`src/rtl/mcrqs_pkg.sv`:
```
`timescale 1ns / 1ps

package mcrqs_pkg;

	localparam int MAX_PROCS_DEF = 16;
	localparam int MAX_CPUS_DEF  = 8;
	localparam int PRIO_BITS_DEF = 8;

	localparam int OPC_W      = 3;
	localparam int CPU_W      = 3;
	localparam int PID_W      = 4;
	localparam int PRIO_IN_W  = 8;
	localparam int ACT_W      = 2;
	localparam int SLICE_W    = 16;
	localparam int MODE_W     = 2;
	localparam int NCPU_W     = 4;
	localparam int CFG_IDX_W  = 2;
	localparam int CFG_DATA_W = 16;

	localparam logic [OPC_W-1:0] OP_WAKE    = 3'd0;
	localparam logic [OPC_W-1:0] OP_PREEMPT = 3'd1;
	localparam logic [OPC_W-1:0] OP_YIELD   = 3'd2;
	localparam logic [OPC_W-1:0] OP_TERM    = 3'd3;
	localparam logic [OPC_W-1:0] OP_IDLE    = 3'd4;

	localparam logic [ACT_W-1:0] ACT_DISPATCH = 2'd0;
	localparam logic [ACT_W-1:0] ACT_IDLE     = 2'd1;
	localparam logic [ACT_W-1:0] ACT_PREEMPT  = 2'd2;
	localparam logic [ACT_W-1:0] ACT_FULL     = 2'd3;

	localparam logic [MODE_W-1:0] MODE_PRIO = 2'd2;

	localparam logic [CFG_IDX_W-1:0] REG_MODE   = 2'd0;
	localparam logic [CFG_IDX_W-1:0] REG_ACTIVE = 2'd1;
	localparam logic [CFG_IDX_W-1:0] REG_SLICE  = 2'd2;

	typedef struct packed {
		logic rd_en;
		logic wr_en;
	} mem_cmd_t;

	typedef struct packed {
		logic rd_en;
		logic wr_en;
		logic set_busy;
		logic clr_busy;
	} cpu_cmd_t;

endpackage

```
`src/rtl/multi_cpu_ready_queue_scheduler.sv`:
```
`timescale 1ns / 1ps

// Channel   Direction  Handshake               Payload
// item      in         item_valid/item_stall   opcode, cpu_index, process_id, proc_priority
// result    out        result_valid/result_stall action, target_cpu, dispatched_id, slice_out
// cfg       in         cfg_wr_en               cfg_index, cfg_data
//
// One item at a time. A wake-up pushes onto the queue and, in priority mode
// with every active CPU busy, scans the CPU table for a preemption. A dispatch
// scans the queue (queue length in priority mode, one entry otherwise), then
// shifts the entries behind the taken one to close the gap, one entry a cycle through the queue RAM.
// Reset clears the queue count, busy flags and output valid; no clearing pass.
// A held result stalls the next item only in S_DONE, and only when that item has a result to send.

module multi_cpu_ready_queue_scheduler #(
	parameter int MAX_PROCS = mcrqs_pkg::MAX_PROCS_DEF,
	parameter int MAX_CPUS  = mcrqs_pkg::MAX_CPUS_DEF,
	parameter int PRIO_BITS = mcrqs_pkg::PRIO_BITS_DEF
) (
	input  logic                              clk,
	input  logic                              arst_n,
	input  logic                              cfg_wr_en,
	input  logic [mcrqs_pkg::CFG_IDX_W-1:0]   cfg_index,
	input  logic [mcrqs_pkg::CFG_DATA_W-1:0]  cfg_data,
	input  logic                              item_valid,
	output logic                              item_stall,
	input  logic [mcrqs_pkg::OPC_W-1:0]       opcode,
	input  logic [mcrqs_pkg::CPU_W-1:0]       cpu_index,
	input  logic [mcrqs_pkg::PID_W-1:0]       process_id,
	input  logic [mcrqs_pkg::PRIO_IN_W-1:0]   proc_priority,
	output logic                              result_valid,
	input  logic                              result_stall,
	output logic [mcrqs_pkg::ACT_W-1:0]       action,
	output logic [mcrqs_pkg::CPU_W-1:0]       target_cpu,
	output logic [mcrqs_pkg::PID_W-1:0]       dispatched_id,
	output logic [mcrqs_pkg::SLICE_W-1:0]     slice_out
);
	import mcrqs_pkg::*;

	localparam int QAW = $clog2(MAX_PROCS);
	localparam int QCW = $clog2(MAX_PROCS + 1);
	localparam int CAW = (MAX_CPUS > 1) ? $clog2(MAX_CPUS) : 1;

	typedef enum logic [3:0] {
		S_IDLE,
		S_PRE_PUSH,
		S_CPU_SCAN,
		S_CPU_FIN,
		S_DISP,
		S_Q_SCAN,
		S_TAKE,
		S_SHIFT,
		S_DONE
	} state_t;

	state_t state_q;

	logic [MODE_W-1:0]  mode_q;
	logic [NCPU_W-1:0]  active_q;
	logic [SLICE_W-1:0] slice_q;

	logic [CPU_W-1:0]     cpu_q;
	logic [PRIO_BITS-1:0] prio_q;
	logic [QCW-1:0]       count_q;
	logic [QCW-1:0]       idx_q;
	logic [QCW-1:0]       limit_q;
	logic                 v_s1;
	logic [QAW-1:0]       qidx_s1;
	logic [QAW-1:0]       best_pos_q;
	logic [PID_W-1:0]     best_id_q;
	logic [PRIO_BITS-1:0] best_prio_q;
	logic [NCPU_W-1:0]    cidx_q;
	logic                 cv_s1;
	logic [NCPU_W-1:0]    cidx_s1;
	logic                 urgent_q;
	logic [PRIO_BITS-1:0] bestp_q;
	logic [NCPU_W-1:0]    bestc_q;

	logic                 res_pend_q;
	logic [ACT_W-1:0]     res_act_q;
	logic [CPU_W-1:0]     res_cpu_q;
	logic [PID_W-1:0]     res_id_q;
	logic [SLICE_W-1:0]   res_slice_q;

	logic                 result_valid_q;
	logic [ACT_W-1:0]     action_q;
	logic [CPU_W-1:0]     target_cpu_q;
	logic [PID_W-1:0]     dispatched_id_q;
	logic [SLICE_W-1:0]   slice_out_q;

	mem_cmd_t             q_cmd;
	logic [QAW-1:0]       q_wr_addr;
	logic [PID_W-1:0]     q_wr_id;
	logic [PRIO_BITS-1:0] q_wr_prio;
	logic [QAW-1:0]       q_rd_addr;
	logic [PID_W-1:0]     q_rd_id;
	logic [PRIO_BITS-1:0] q_rd_prio;

	cpu_cmd_t             c_cmd;
	logic [CAW-1:0]       c_addr;
	logic [CAW-1:0]       c_rd_addr;
	logic [PID_W-1:0]     c_rd_id;
	logic [PRIO_BITS-1:0] c_rd_prio;
	logic [MAX_CPUS-1:0]  busy;

	logic [NCPU_W-1:0]    n_eff;
	logic                 all_busy;
	logic                 q_full;
	logic                 cpu_ok;
	logic                 acc;
	logic [PRIO_BITS-1:0] prio_in;
	logic [QCW-1:0]       idx_m1;
	logic [QCW-1:0]       next_pos;
	logic                 in_busy;

	always_ff @(posedge clk or negedge arst_n) begin
		if (!arst_n) begin
			mode_q   <= '0;
			active_q <= NCPU_W'(1);
			slice_q  <= '0;
		end else if (cfg_wr_en) begin
			case (cfg_index)
				REG_MODE:   mode_q   <= cfg_data[MODE_W-1:0];
				REG_ACTIVE: active_q <= cfg_data[NCPU_W-1:0];
				REG_SLICE:  slice_q  <= cfg_data[SLICE_W-1:0];
				default:    ;
			endcase
		end
	end

	assign n_eff      = (int'(active_q) > MAX_CPUS) ? NCPU_W'(MAX_CPUS) : active_q;
	assign q_full     = (count_q >= QCW'(MAX_PROCS));
	assign cpu_ok     = ({1'b0, cpu_index} < n_eff);
	assign item_stall = (state_q != S_IDLE);
	assign acc        = item_valid && !item_stall;
	assign prio_in    = PRIO_BITS'(proc_priority);
	assign idx_m1     = idx_q - QCW'(1);
	assign next_pos   = QCW'(best_pos_q) + QCW'(1);
	assign in_busy    = busy[CAW'(cpu_index)];

	always_comb begin
		all_busy = 1'b1;
		for (int i = 0; i < MAX_CPUS; i++) begin
			if (i < int'(n_eff) && !busy[i]) begin
				all_busy = 1'b0;
			end
		end
	end

	always_comb begin
		q_cmd     = '0;
		q_wr_addr = count_q[QAW-1:0];
		q_wr_id   = process_id;
		q_wr_prio = prio_in;
		q_rd_addr = idx_q[QAW-1:0];
		c_cmd     = '0;
		c_addr    = CAW'(cpu_q);
		c_rd_addr = CAW'(cidx_q);
		case (state_q)
			S_IDLE: begin
				c_addr    = CAW'(cpu_index);
				c_rd_addr = CAW'(cpu_index);
				if (acc) begin
					case (opcode)
						OP_WAKE: q_cmd.wr_en = !q_full;
						OP_PREEMPT: c_cmd.rd_en = cpu_ok && in_busy && !q_full;
						OP_YIELD, OP_TERM: c_cmd.clr_busy = cpu_ok;
						default: ;
					endcase
				end
			end
			S_PRE_PUSH: begin
				q_cmd.wr_en    = 1'b1;
				q_wr_id        = c_rd_id;
				q_wr_prio      = c_rd_prio;
				c_cmd.clr_busy = 1'b1;
			end
			S_CPU_SCAN: c_cmd.rd_en = (cidx_q < n_eff);
			S_DISP: c_cmd.clr_busy = (count_q == '0);
			S_Q_SCAN: q_cmd.rd_en = (idx_q < limit_q);
			S_TAKE: begin
				c_cmd.wr_en    = 1'b1;
				c_cmd.set_busy = 1'b1;
			end
			S_SHIFT: begin
				q_cmd.rd_en = (idx_q < count_q);
				q_cmd.wr_en = v_s1;
				q_wr_addr   = qidx_s1;
				q_wr_id     = q_rd_id;
				q_wr_prio   = q_rd_prio;
			end
			default: ;
		endcase
	end

	always_ff @(posedge clk or negedge arst_n) begin
		if (!arst_n) begin
			state_q         <= S_IDLE;
			cpu_q           <= '0;
			prio_q          <= '0;
			count_q         <= '0;
			idx_q           <= '0;
			limit_q         <= '0;
			v_s1            <= 1'b0;
			qidx_s1         <= '0;
			best_pos_q      <= '0;
			best_id_q       <= '0;
			best_prio_q     <= '0;
			cidx_q          <= '0;
			cv_s1           <= 1'b0;
			cidx_s1         <= '0;
			urgent_q        <= 1'b0;
			bestp_q         <= '0;
			bestc_q         <= '0;
			res_pend_q      <= 1'b0;
			res_act_q       <= '0;
			res_cpu_q       <= '0;
			res_id_q        <= '0;
			res_slice_q     <= '0;
			result_valid_q  <= 1'b0;
			action_q        <= '0;
			target_cpu_q    <= '0;
			dispatched_id_q <= '0;
			slice_out_q     <= '0;
		end else begin
			if (result_valid_q && !result_stall && !(state_q == S_DONE && res_pend_q)) begin
				result_valid_q <= 1'b0;
			end
			case (state_q)
				S_IDLE: begin
					res_pend_q  <= acc && q_full && (opcode == OP_WAKE ||
						(opcode == OP_PREEMPT && cpu_ok && in_busy));
					res_id_q    <= '0;
					res_slice_q <= '0;
					if (acc) begin
						cpu_q  <= cpu_index;
						prio_q <= prio_in;
						case (opcode)
							OP_WAKE: begin
								if (q_full) begin
									res_act_q <= ACT_FULL;
									res_cpu_q <= '0;
									state_q   <= S_DONE;
								end else begin
									count_q <= count_q + QCW'(1);
									if (mode_q == MODE_PRIO && n_eff != '0 && all_busy) begin
										cidx_q   <= '0;
										cv_s1    <= 1'b0;
										urgent_q <= 1'b0;
										bestp_q  <= '0;
										bestc_q  <= '0;
										state_q  <= S_CPU_SCAN;
									end else begin
										state_q <= S_DONE;
									end
								end
							end
							OP_PREEMPT: begin
								if (cpu_ok && !in_busy) begin
									state_q <= S_DISP;
								end else if (cpu_ok && !q_full) begin
									state_q <= S_PRE_PUSH;
								end else begin
									res_act_q <= ACT_FULL;
									res_cpu_q <= cpu_index;
									state_q   <= S_DONE;
								end
							end
							OP_YIELD, OP_TERM: begin
								state_q <= cpu_ok ? S_DISP : S_DONE;
							end
							OP_IDLE: begin
								state_q <= (cpu_ok && count_q != '0) ? S_DISP : S_DONE;
							end
							default: state_q <= S_DONE;
						endcase
					end
				end
				S_PRE_PUSH: begin
					count_q <= count_q + QCW'(1);
					state_q <= S_DISP;
				end
				S_CPU_SCAN: begin
					if (cidx_q < n_eff) begin
						cidx_q  <= cidx_q + NCPU_W'(1);
						cv_s1   <= 1'b1;
						cidx_s1 <= cidx_q;
					end else begin
						cv_s1 <= 1'b0;
					end
					if (cv_s1) begin
						if (prio_q < c_rd_prio) begin
							urgent_q <= 1'b1;
						end
						if (c_rd_prio > bestp_q) begin
							bestp_q <= c_rd_prio;
							bestc_q <= cidx_s1;
						end
						if (cidx_s1 == n_eff - NCPU_W'(1)) begin
							state_q <= S_CPU_FIN;
						end
					end
				end
				S_CPU_FIN: begin
					if (urgent_q) begin
						res_pend_q <= 1'b1;
						res_act_q  <= ACT_PREEMPT;
						res_cpu_q  <= bestc_q[CPU_W-1:0];
					end
					state_q <= S_DONE;
				end
				S_DISP: begin
					if (count_q == '0) begin
						res_pend_q <= 1'b1;
						res_act_q  <= ACT_IDLE;
						res_cpu_q  <= cpu_q;
						state_q    <= S_DONE;
					end else begin
						idx_q   <= '0;
						limit_q <= (mode_q == MODE_PRIO) ? count_q : QCW'(1);
						v_s1    <= 1'b0;
						state_q <= S_Q_SCAN;
					end
				end
				S_Q_SCAN: begin
					if (idx_q < limit_q) begin
						idx_q   <= idx_q + QCW'(1);
						v_s1    <= 1'b1;
						qidx_s1 <= idx_q[QAW-1:0];
					end else begin
						v_s1 <= 1'b0;
					end
					if (v_s1) begin
						if (qidx_s1 == '0 || q_rd_prio < best_prio_q) begin
							best_pos_q  <= qidx_s1;
							best_id_q   <= q_rd_id;
							best_prio_q <= q_rd_prio;
						end
						if (QCW'(qidx_s1) == limit_q - QCW'(1)) begin
							state_q <= S_TAKE;
						end
					end
				end
				S_TAKE: begin
					res_pend_q  <= 1'b1;
					res_act_q   <= ACT_DISPATCH;
					res_cpu_q   <= cpu_q;
					res_id_q    <= best_id_q;
					res_slice_q <= slice_q;
					if (next_pos < count_q) begin
						idx_q   <= next_pos;
						v_s1    <= 1'b0;
						state_q <= S_SHIFT;
					end else begin
						count_q <= count_q - QCW'(1);
						state_q <= S_DONE;
					end
				end
				S_SHIFT: begin
					if (idx_q < count_q) begin
						idx_q   <= idx_q + QCW'(1);
						v_s1    <= 1'b1;
						qidx_s1 <= idx_m1[QAW-1:0];
					end else begin
						v_s1 <= 1'b0;
					end
					if (v_s1 && QCW'(qidx_s1) == count_q - QCW'(2)) begin
						count_q <= count_q - QCW'(1);
						state_q <= S_DONE;
					end
				end
				S_DONE: begin
					if (!res_pend_q) begin
						state_q <= S_IDLE;
					end else if (!result_valid_q || !result_stall) begin
						result_valid_q  <= 1'b1;
						action_q        <= res_act_q;
						target_cpu_q    <= res_cpu_q;
						dispatched_id_q <= res_id_q;
						slice_out_q     <= res_slice_q;
						state_q         <= S_IDLE;
					end
				end
				default: state_q <= S_IDLE;
			endcase
		end
	end

	mcrqs_ready_mem #(
		.MAX_PROCS (MAX_PROCS),
		.PRIO_BITS (PRIO_BITS)
	) u_ready_mem (
		.clk     (clk),
		.cmd     (q_cmd),
		.wr_addr (q_wr_addr),
		.wr_id   (q_wr_id),
		.wr_prio (q_wr_prio),
		.rd_addr (q_rd_addr),
		.rd_id   (q_rd_id),
		.rd_prio (q_rd_prio)
	);

	mcrqs_cpu_tab #(
		.MAX_CPUS  (MAX_CPUS),
		.PRIO_BITS (PRIO_BITS)
	) u_cpu_tab (
		.clk      (clk),
		.arst_n   (arst_n),
		.cmd      (c_cmd),
		.cpu_addr (c_addr),
		.wr_id    (best_id_q),
		.wr_prio  (best_prio_q),
		.rd_addr  (c_rd_addr),
		.rd_id    (c_rd_id),
		.rd_prio  (c_rd_prio),
		.busy     (busy)
	);

	assign result_valid  = result_valid_q;
	assign action        = action_q;
	assign target_cpu    = target_cpu_q;
	assign dispatched_id = dispatched_id_q;
	assign slice_out     = slice_out_q;

endmodule

```
`src/rtl/mcrqs_ready_mem.sv`:
```
`timescale 1ns / 1ps

module mcrqs_ready_mem #(
	parameter int MAX_PROCS = mcrqs_pkg::MAX_PROCS_DEF,
	parameter int PRIO_BITS = mcrqs_pkg::PRIO_BITS_DEF,
	localparam int AW = $clog2(MAX_PROCS)
) (
	input  logic                       clk,
	input  mcrqs_pkg::mem_cmd_t        cmd,
	input  logic [AW-1:0]              wr_addr,
	input  logic [mcrqs_pkg::PID_W-1:0] wr_id,
	input  logic [PRIO_BITS-1:0]       wr_prio,
	input  logic [AW-1:0]              rd_addr,
	output logic [mcrqs_pkg::PID_W-1:0] rd_id,
	output logic [PRIO_BITS-1:0]       rd_prio
);
	import mcrqs_pkg::*;

	localparam int DW = PID_W + PRIO_BITS;

	logic [DW-1:0] mem [MAX_PROCS];
	logic [DW-1:0] rd_q;

	always_ff @(posedge clk) begin
		if (cmd.wr_en) begin
			mem[wr_addr] <= {wr_id, wr_prio};
		end
		if (cmd.rd_en) begin
			rd_q <= mem[rd_addr];
		end
	end

	assign rd_id   = rd_q[DW-1:PRIO_BITS];
	assign rd_prio = rd_q[PRIO_BITS-1:0];

endmodule

```
`src/rtl/mcrqs_cpu_tab.sv`:
```
`timescale 1ns / 1ps

module mcrqs_cpu_tab #(
	parameter int MAX_CPUS  = mcrqs_pkg::MAX_CPUS_DEF,
	parameter int PRIO_BITS = mcrqs_pkg::PRIO_BITS_DEF,
	localparam int CAW = (MAX_CPUS > 1) ? $clog2(MAX_CPUS) : 1
) (
	input  logic                        clk,
	input  logic                        arst_n,
	input  mcrqs_pkg::cpu_cmd_t         cmd,
	input  logic [CAW-1:0]              cpu_addr,
	input  logic [mcrqs_pkg::PID_W-1:0] wr_id,
	input  logic [PRIO_BITS-1:0]        wr_prio,
	input  logic [CAW-1:0]              rd_addr,
	output logic [mcrqs_pkg::PID_W-1:0] rd_id,
	output logic [PRIO_BITS-1:0]        rd_prio,
	output logic [MAX_CPUS-1:0]         busy
);
	import mcrqs_pkg::*;

	localparam int DW = PID_W + PRIO_BITS;

	logic [DW-1:0]       mem [MAX_CPUS];
	logic [DW-1:0]       rd_q;
	logic [MAX_CPUS-1:0] busy_q;

	always_ff @(posedge clk) begin
		if (cmd.wr_en) begin
			mem[cpu_addr] <= {wr_id, wr_prio};
		end
		if (cmd.rd_en) begin
			rd_q <= mem[rd_addr];
		end
	end

	always_ff @(posedge clk or negedge arst_n) begin
		if (!arst_n) begin
			busy_q <= '0;
		end else if (cmd.set_busy) begin
			busy_q[cpu_addr] <= 1'b1;
		end else if (cmd.clr_busy) begin
			busy_q[cpu_addr] <= 1'b0;
		end
	end

	assign rd_id   = rd_q[DW-1:PRIO_BITS];
	assign rd_prio = rd_q[PRIO_BITS-1:0];
	assign busy    = busy_q;

endmodule

```
`config.mk`:
```
export PLATFORM = sky130hd
export DESIGN_NAME = multi_cpu_ready_queue_scheduler
export DESIGN_NICKNAME = d
export VERILOG_FILES = /design/src/rtl/mcrqs_pkg.sv /design/src/rtl/multi_cpu_ready_queue_scheduler.sv /design/src/rtl/mcrqs_ready_mem.sv /design/src/rtl/mcrqs_cpu_tab.sv
export SDC_FILE = /design/constraint.sdc
export NUM_CORES = 1
export LEC_CHECK = 0
export BUFFER_PORTS_ARGS = -buffer_cell sky130_fd_sc_hd__buf_2
export CAP_MARGIN = 20
export CORE_MARGIN = 4
export CORE_UTILIZATION = 40
export CTS_CLUSTER_SIZE = 24
export DETAILED_ROUTE_END_ITERATION = 16
export PLACE_DENSITY = 0.55
export RECOVER_POWER = 50
export SLEW_MARGIN = 40
export SYNTH_ARGS = -nofsm -noshare
export SYNTH_HDL_FRONTEND = slang
export SYNTH_SLANG_ARGS = --single-unit
```
`constraint.sdc`:
```
create_clock -name clk -period 8.81 [get_ports clk]
set_clock_uncertainty 0.05 [all_clocks]
set_input_delay 0.4405 -clock clk [delete_from_list [all_inputs] [get_ports clk]]
set_output_delay 0.4405 -clock clk [all_outputs]
set_load 0.005 [all_outputs]
```
==> metrics.md <==
| Metric | Value |
|---|---|
| Final hold violations | 0 |
| Worst min path class | primary input to flip-flop |
| Cts bufs inserted | 50 |
| Yosys reg bits | 466 |
| # setup viols final | 0 |
| # rows | 82 |
| Routed WL | 48,300 um |
| Post-CTS Resized | 0 |
| Largest net degree at the start of global routing | 103 |
| Pre-CTS WS | 4887 ps |
| R2r setup slk | 3090 ps |
| Worst setup path class | flip-flop to flip-flop |
| Ranking of synthesized cells by area | edfxtp_1, dfrtp_1, mux4_2, mux2_2, ha_1 |
| Die area | 54,480 sq um |
| Fin crit period | 5724 ps |
| Max Clk Rate | 0.1747 GHz |
| Syn nets | 1,397 |
| Layout cells sized above 1 | 24.23% |
| Commonest non-fill, non-tap cell in the layout | edfxtp_1 |
| Initial Utilization | 40.51% |
| Seq/Total Area, Yosys | 65.06% |
| Mux cell area share after synthesis | 15.44% |
| Antenna Nets Post-Route | 0 |
| Placed cell count | 2,001 |
| Placed Area | 21,530 sq um |
| Remaining DRCs | 0 |
| 1st-iter DRT viols | 762 |
| Post-CTS Setup Bufs | 0 |
| Root Driver | clkbuf_16 |
| Clock Latency Late Sink | 580 ps |
| Post-synth cell types | 71 |
| Arrival @ worst endpoint | 5990 ps |
| Crit. Startpoint | state_q[1] |
| CTS sink count | 466 |
| Synth Flop Type | edfxtp_1 |
| Footprint of the multi-input gates | 6681 sq um |
| Post-synthesis simple-gate area fraction | 5.633% |
| Total Nets Final | 1,477 |
| H-tree depth | 2 |
| Mapped Area | 20,330 sq um |
| Sequential Power Share | 43.9% |
| Die boundary width | 233.4 um |
| Antenna violations before repair | 1 |
| First-pass GRT wire length | 73,390 um |
| R2R cell count | 7 |
| Die Ht | 233.4 um |
| Yosys warns | 0 |
| CP max-delay cell | clkinvlp_2 |
| Port Buffers | 67 |
| Max Cap Violations | 9 |
| Core Box Area | 50,170 sq um |
| Area Growth Syn to Fin | 13.36% |
| Area of all sequential standard cells | 13,230 sq um |
| Final core utilization | 45.93% |
| Period Utilization, post-route | 64.97% |
| Failing checks | max-capacitance violations, max-slew violations |
| EDFF count, synth | 312 |
| Crit Path Max Fanout | 37 |
| Area leader, netlist | edfxtp_1 |
| Post-route cell area | 23,040 sq um |
| Peak VDD IR | 0.0001656 V |
| Internal Power | 4.884 mW |
| Setup TNS | 0 ps |
| Largest family of logic cells by synthesized area | multiplexers |
| ANT cells | 0 |
| Post-Layout Cell Count | 2,096 |
| Crit path cell chain | or2_0 > nor3_1 > clkinvlp_2 > mux2i_4 > buf_4 > mux4_1 > mux2_2 |
| Comb power frac | 27.6% |
| Total gr overflow | 0 |
| Reg2reg start | state_q[1] |
| Leakage | 8.514 nW |
| Clock-pin slew on the worst setup and hold paths | 60 ps |
| Mapped Cells | 1,304 |
| Clk pwr share | 28.4% |
| Worst slew pin tran | 3000 ps |
| RSZ-0062 raised after global routing | false |
| Net Sw Power | 2.318 mW |
| WL per Instance | 23.04 um |
| I/O pin count | 68 |
| Net Sw Frac | 32.18% |
| Nature of the critical path endpoint | flip-flop |
| Hold_sp | cfg_data[5] |
| Overall Power | 7.201 mW |
| Setup WS post-layout | 3086 ps |
| GRT Resource Usage Total | 17.84% |
| Routability cong. | 0.8891 |
| Async SR Flop Fraction | 33.05% |
| Synth Area in Adders | 3.238% |
| Via density | 5.488 |
| DP HPWL | 31,870 um |
| Post-CTS Hold Buffers | 1 |
| Commonest cells after routing, fill and taps aside | edfxtp_1, dfrtp_1, mux2_2 |
| Status | finished, violations left |
| FILL cells | 4,379 |
| Power per Cell Area | 312.5 nW/um^2 |
| Max Buffers Root-to-Sink | 3 |
| Hold path depth | 2 |
| Max incr delay on CP | 1620 ps |
| Vias in the first global route | 11.43k |
| Hold WS | 45.86 ps |
| Post-synthesis compound-gate area fraction | 7.178% |
| Worst slew margin | -100.0% |
| Critical Path RT | 9070 ps |
| Slew Limit Fails | 307 |
| Vias | 11.50k |
| Syn_area_per_cell | 15.59 sq um |
| Synth top area share | 46.09% |
| Synth Area in XOR/XNOR | 1.034% |
| TritonCTS clock tree | built |
| Startpoint Class | flip-flop |
| TritonRoute pass-1 iters | 5 |
-- area by class of cell --
class	instances	share of cell area, %
flip-flops and latches	466	57.40
multi-input cells	718	29.00
clock buffers	69	6.049
well taps	672	3.649
repair buffers	93	2.129
inverters	55	0.9014
clock inverters	23	0.8743
-- synthesized netlist by cell type (6+ instances only) --
cell and count:
edfxtp_1 312, dfrtp_1 153, mux2_2 97, nand2_1 91
mux4_2 75, o21ai_0 71, inv_1 54, ha_1 51
nor2_1 46, clkbuf_1 41, a22o_1 39, a21oi_1 24
nor3_1 20, nand3_1 17, buf_2 16, a21o_1 14
xnor2_1 13, mux4_1 11, xor2_1 11, a31oi_1 10
nand2b_1 10, and3_1 9, nor3b_1 7, o31ai_1 7
nand4_1 6, nor2b_1 6
-- cells by family (layout without fill, tap and decap cells) --
| family | after synthesis | after routing |
|---|---|---|
| DFF | 466 | 466 |
| xor gates and xnor gates | 24 | 24 |
| adders and majority gates | 52 | 52 |
| muxes | 188 | 188 |
| and+or+nand+nor | 239 | 239 |
| buffers and inverters | 120 | 240 |
| AOI/OAI and AO/OA | 215 | 215 |
-- critical path: cells and delay by family, from the launching register on --
kind                   cells  cell delay (ps)
buffers and inverters      2             2080
muxes                      3             1390
DFF                        1              650
and+or+nand+nor            2             1250
-- final timing paths --
path                                     endpoint
min in group asynchronous           slice_out[14]
worst min register to register     res_slice_q[8]
max in group asynchronous           target_cpu[0]
worst min-delay path                   slice_q[5]
worst max register to register  u_cpu_tab.rd_q[3]
worst max-delay path            u_cpu_tab.rd_q[3]
-- registers in the layout (all words and copies together) (netlist names), 5 cells and up, named ones only --
register	cells
count_q	5
limit_q	5
bestp_q	8
prio_q	8
best_prio_q	8
u_ready_mem.rd_q	12
res_slice_q	16
u_ready_mem.mem	192
slice_q	16
slice_out	16
u_cpu_tab.mem	96
idx_q	5
u_cpu_tab.rd_q	12
-- layer usage --
layer,routed length (um),vias up,track usage (%)
li1,-,5199,-
met1,21840,5919,25.30
met2,22740,309,28.68
met3,2608,73,3.037
met4,1095,2,4.902
met5,7,-,0
-- power groups by stage --
stage / Sequential (mW) / Clock [mW] / Combinational, mW
2_1_floorplan: 3.02 / 0 / 1.51
3_3_place_gp: 3.21 / 0 / 1.96
3_5_place_dp: 3.21 / 0 / 2.03
4_1_cts: 3.17 / 2.11 / 2.04
5_1_grt: 3.21 / 2.20 / 2.20
6_report: 3.16 / 2.05 / 1.99
Power figures use the tool's default switching activity.
